$ cat src/sv/crot_pkg.sv
`timescale 1ns / 1ps
// ----------------------------------------------------------------------------
// crot_pkg
// Shared types, widths and helpers for the circle/rectangle overlap tester.
// ----------------------------------------------------------------------------
package crot_pkg;

  // Coordinate width, signed Q12.4 at the default; valid range 8..32.
  localparam int unsigned COORD_WIDTH = 16;
  localparam int unsigned CW   = COORD_WIDTH;
  localparam int unsigned RW   = CW - 1;          // radius width
  localparam int unsigned DW   = CW + 1;          // coordinate difference
  localparam int unsigned SQW  = 2 * DW;          // sum of two squares, unsigned
  localparam int unsigned DOTW = 2 * CW + 3;      // dot or cross product, signed
  localparam int unsigned MH   = DW;              // multiplier half width
  localparam int unsigned LW   = 4 * MH;          // full product width

  // Queue between front and back.
  localparam int unsigned QDEPTH = 4;
  localparam int unsigned QAW    = $clog2(QDEPTH);

  typedef struct packed {
    logic signed [CW-1:0] center_x;
    logic signed [CW-1:0] center_y;
    logic        [RW-1:0] radius;
    logic signed [CW-1:0] corner_a_x;
    logic signed [CW-1:0] corner_a_y;
    logic signed [CW-1:0] corner_b_x;
    logic signed [CW-1:0] corner_b_y;
    logic signed [CW-1:0] corner_c_x;
    logic signed [CW-1:0] corner_c_y;
    logic signed [CW-1:0] corner_d_x;
    logic signed [CW-1:0] corner_d_y;
  } in_t;

  typedef struct packed {
    logic overlap;
    logic center_inside;
  } out_t;

  // Queued item: center relative to each corner, and each edge vector.
  // Corner index 0..3 is A..D; edge e runs from corner e to corner e+1.
  typedef struct packed {
    logic [3:0][DW-1:0] qx;
    logic [3:0][DW-1:0] qy;
    logic [3:0][DW-1:0] sx;
    logic [3:0][DW-1:0] sy;
    logic [RW-1:0]      radius;
  } item_t;

  function automatic logic signed [2*DW-1:0] smul(input logic signed [DW-1:0] a,
                                                  input logic signed [DW-1:0] b);
    return a * b;
  endfunction

endpackage

$ cat src/sv/crot_front.sv
`timescale 1ns / 1ps
// ----------------------------------------------------------------------------
// crot_front
// Accept queries, form corner and edge difference vectors, queue them.
// ----------------------------------------------------------------------------
module crot_front (
  input  logic                clk,
  input  logic                rst,
  input  logic                push,
  output logic                full,
  input  crot_pkg::in_t       query,
  input  logic                take,
  output logic                avail,
  output crot_pkg::item_t     head
);

  localparam int unsigned DW  = crot_pkg::DW;
  localparam int unsigned QAW = crot_pkg::QAW;

  crot_pkg::item_t mem [crot_pkg::QDEPTH];
  crot_pkg::item_t item_next;
  logic [QAW-1:0]  wptr, rptr;
  logic [QAW:0]    count;
  logic            wr, rd;
  logic [3:0][DW-1:0] cx, cy;

  assign full  = (count == (QAW+1)'(crot_pkg::QDEPTH));
  assign avail = (count != '0);
  assign wr    = push && !full;
  assign rd    = take && avail;
  assign head  = mem[rptr];

  always_comb begin
    cx[0] = DW'(query.corner_a_x);
    cy[0] = DW'(query.corner_a_y);
    cx[1] = DW'(query.corner_b_x);
    cy[1] = DW'(query.corner_b_y);
    cx[2] = DW'(query.corner_c_x);
    cy[2] = DW'(query.corner_c_y);
    cx[3] = DW'(query.corner_d_x);
    cy[3] = DW'(query.corner_d_y);
    item_next.radius = query.radius;
    for (int i = 0; i < 4; i++) begin
      item_next.qx[i] = DW'(query.center_x) - cx[i];
      item_next.qy[i] = DW'(query.center_y) - cy[i];
      item_next.sx[i] = cx[2'(i + 1)] - cx[i];
      item_next.sy[i] = cy[2'(i + 1)] - cy[i];
    end
  end

  always_ff @(posedge clk) begin
    if (wr) begin
      mem[wptr] <= item_next;
    end
  end

  always_ff @(posedge clk) begin
    if (rst) begin
      wptr  <= '0;
      rptr  <= '0;
      count <= '0;
    end else begin
      if (wr) wptr <= wptr + 1'b1;
      if (rd) rptr <= rptr + 1'b1;
      count <= count + (QAW+1)'(wr) - (QAW+1)'(rd);
    end
  end

endmodule

$ cat config.mk
export PLATFORM = sky130hd
export DESIGN_NAME = crot_front
export DESIGN_NICKNAME = d
export VERILOG_FILES = /design/src/sv/crot_pkg.sv /design/src/sv/crot_front.sv
export SDC_FILE = /design/constraint.sdc
export NUM_CORES = 1
export LEC_CHECK = 0
export BUFFER_PORTS_ARGS = -buffer_cell sky130_fd_sc_hd__buf_4
export CELL_PAD_IN_SITES_DETAIL_PLACEMENT = 1
export CELL_PAD_IN_SITES_GLOBAL_PLACEMENT = 2
export CORE_MARGIN = 2
export CORE_UTILIZATION = 47
export DETAILED_ROUTE_END_ITERATION = 10
export PLACE_DENSITY_LB_ADDON = 0.15
export REMOVE_ABC_BUFFERS = 1
export SLEW_MARGIN = 20
export SYNTH_ARGS = -nofsm -noshare
export SYNTH_HDL_FRONTEND = slang
export SYNTH_SLANG_ARGS = --single-unit
$ cat constraint.sdc
create_clock -name clk -period 13.7 [get_ports clk]
set_input_delay 1.37 -clock clk [delete_from_list [all_inputs] [get_ports clk]]
set_output_delay 1.37 -clock clk [all_outputs]
set_load 0.03 [all_outputs]
==> flow_metrics.tcl <==
set metrics [dict create \
    synth-seq-cells 885 \
    status "finished clean" \
    synth_edf_count 876 \
    nets 3349 \
    clockRootBuffer "clkbuf_16" \
    holdPathEnd "rptr[1]" \
    r2r-end "mem[2][39]" \
    grt_setup_unrepaired "false" \
    clock-sinks 885 \
    grt_util_met3 0.0512 \
    numCtsBuffers 94 \
    gr-total-overflow 0 \
    die_w_um 300 \
    syn_area_um2 41200 \
    synth_top_cell_area_share 0.638 \
    path_max_fanout 41 \
    finalClockSkew_ns 0.0158 \
    clk_pin_slew_ns 0.06 \
    grt_start_max_net_pins 67 \
    end_kind "output pin" \
    hold_buffers 0 \
    vdd_drop_max_mv 0.137 \
    htree_num_levels 3 \
    reg2reg_depth 5 \
    synth_cells 2500 \
    setup_viol 0 \
    detail_route.wl_per_cell_um 26.2 \
    grt_pass1_wl_mm 164 \
    whs_path_depth 2 \
    finalCriticalPeriod_ns 5.90 \
    totalWireLength_mm 110 \
    yosysSeqAreaShare 0.642 \
    relSlewSlack 0.276 \
    grt-busiest-layer "met2" \
    remaining_drc_errors 0 \
    use_met2 0.430 \
    drive_above_1_share 0.266 \
    grt_pass1_vias 25490 \
    powerDensity_nw_per_um2 187 \
    cts_tree "built" \
    min_path_type "register to register" \
    cp.required_ns 12.33 \
    ctsResizeCount 0 \
    crit_path_start_kind "register" \
    area_growth_pct 17.6 \
    synth.avg_cell_area_um2 16.5 \
    synth.distinct_cells 75 \
    initial_core_util 0.474 \
    post-dp-hpwl_mm 79.2 \
    vias_per_cell 5.61 \
    maxCapViolCount 0 \
    fin_crit_sh 0.431 \
    clkLatencyLatePin_ns 0.66 \
    clk_path_buf_depth 3 \
    holdCritStartpoint "rptr[1]" \
    vias 23541 \
    setup_tns_ns 0 \
    portBuffers 399 \
    tightest_slew_ns 1.07 \
    die_h_um 300 \
    r2r-start "count[1]" \
    fmax_mhz 170 \
    hold_viol_final 0 \
    grtUsageTotal 0.245 \
    synth_commonest_cells "edfxtp_1, mux4_2, ha_1" \
    drt_iter0_drc 1428 \
    cts_setup_buffers 0 \
    p_leak_nw 17.8 \
    die_area_um2 90100 \
    finalMaxSlewViolations 0 \
    yosys.area.top_type "edfxtp_1" \
    ff2ff_setup_slack_ns 9.60 \
    fillers 8146 \
    ant_nets 0 \
    critPathKind "register to output pin" \
    rows 108 \
    instances_no_fill 4196 \
    postSynth.asyncResetShare 0 \
    grt.met1_usage 0.302 \
    ios 468 \
    synthFlopType "edfxtp_1" \
    arrival_ns 4.53 \
    ys_top_cells_by_area "edfxtp_1, mux4_2, ha_1, xnor2_1, inv_1" \
    synth.most_common_cell "edfxtp_1" \
    ys_warn_count 0 \
    core_area_um2 86900 \
    gp_congestion 0.895 \
    grt_antenna_before_repair 16 \
    dp_cells 4018 \
    first_pass_iters 5 \
]
flip-flops by register name, indices dropped and copies added, names as in the netlist, named ones only:
signal,cells
rptr,2
wptr,2
count,3
mem,876
cell usage in the layout (no fill, tap or decap), types with 22 or more instances in the layout:
| cell type | Yosys | final |
|---|---|---|
| edfxtp_1 | 876 | 876 |
| conb_1 | 1 | 68 |
| xnor2_1 | 101 | 101 |
| nand3_1 | 25 | 25 |
| nand2b_1 | 22 | 22 |
| a21oi_1 | 113 | 113 |
| nor2b_1 | 36 | 36 |
| xor2_1 | 46 | 46 |
| mux4_2 | 219 | 219 |
| buf_4 | 68 | 420 |
| o21ai_0 | 72 | 72 |
| nand2_1 | 51 | 51 |
| inv_1 | 184 | 184 |
| o21a_1 | 43 | 43 |
| ha_1 | 198 | 198 |
| clkbuf_16 | 0 | 96 |
| nor2_1 | 102 | 102 |
| a21o_1 | 56 | 56 |
critical path, stage by stage (launching register included):
cell     delay [ns]
dfxtp_4        0.71
buf_4          0.71
buf_4          0.79
buf_4          0.75
mux4_2         0.61
buf_4          0.19
kinds of logic (layout without fill, tap and decap cells):
group | after synthesis | after routing | synth area share
adder cells (fa/ha/maj) | 211 | 211 | 0.0664
AND/OR/NAND/NOR | 310 | 310 | 0.0370
flip-flops | 885 | 885 | 0.642
XOR/XNOR | 147 | 147 | 0.0312
other | 1 | 77 | 0.0000910
multiplexers | 224 | 224 | 0.121
buffers and inverters | 308 | 773 | 0.0349
AO/OA/AOI/OAI | 414 | 414 | 0.0671
per-stage QoR:
stage / utilization / area (um2) / power, mW / setup slack [ns] / hold WS [ns]
after detailed placement: 0.522 / 45300 / 6.59 / 8.23 / 0.530
after global placement: 0.522 / 45300 / 6.51 / 8.28 / 0.501
after global routing: 0.558 / 48500 / 9.43 / 7.29 / 0.593
after floorplan: - / 40700 / 5.68 / 2.34 / 0.485
final: 0.558 / 48500 / 9.06 / 7.80 / 0.541
after CTS: 0.558 / 48500 / 9.18 / 7.51 / 0.548
power by group:
part | total, mW | switching (mW) | internal (mW)
Sequential | 3.57 | 0.104 | 3.47
Combinational | 2.91 | 1.80 | 1.11
Clock | 2.58 | 1.08 | 1.51
worst max path at each step:
stage	end	slack, ns
after global routing	head[97]	7.29
after detailed placement	head[223]	8.23
after floorplan	head[0]	2.34
after CTS	head[223]	7.51
after global placement	head[223]	8.28
final	head[97]	7.80
area by class of cell:
type | instances | area, um2 | area share
clock buffers | 115 | 2490 | 0.0514
well taps | 1155 | 1450 | 0.0298
multi-input cells | 1374 | 13600 | 0.280
diodes | 9 | 22.5 | 0.000465
inverters | 184 | 691 | 0.0142
clock inverters | 54 | 622 | 0.0128
repair buffers | 420 | 3150 | 0.0650
flip-flops and latches | 885 | 26500 | 0.546
metal layers:
metal | routed length (um) | share of wire | vias up
met4 | 3380 | 0.031 | 14
met1 | 42500 | 0.39 | 12130
li1 | - | - | 10576
met2 | 57200 | 0.52 | 646
met5 | 91 | 0.00083 | -
met3 | 6600 | 0.060 | 175
(Power assumes the default switching activity.)
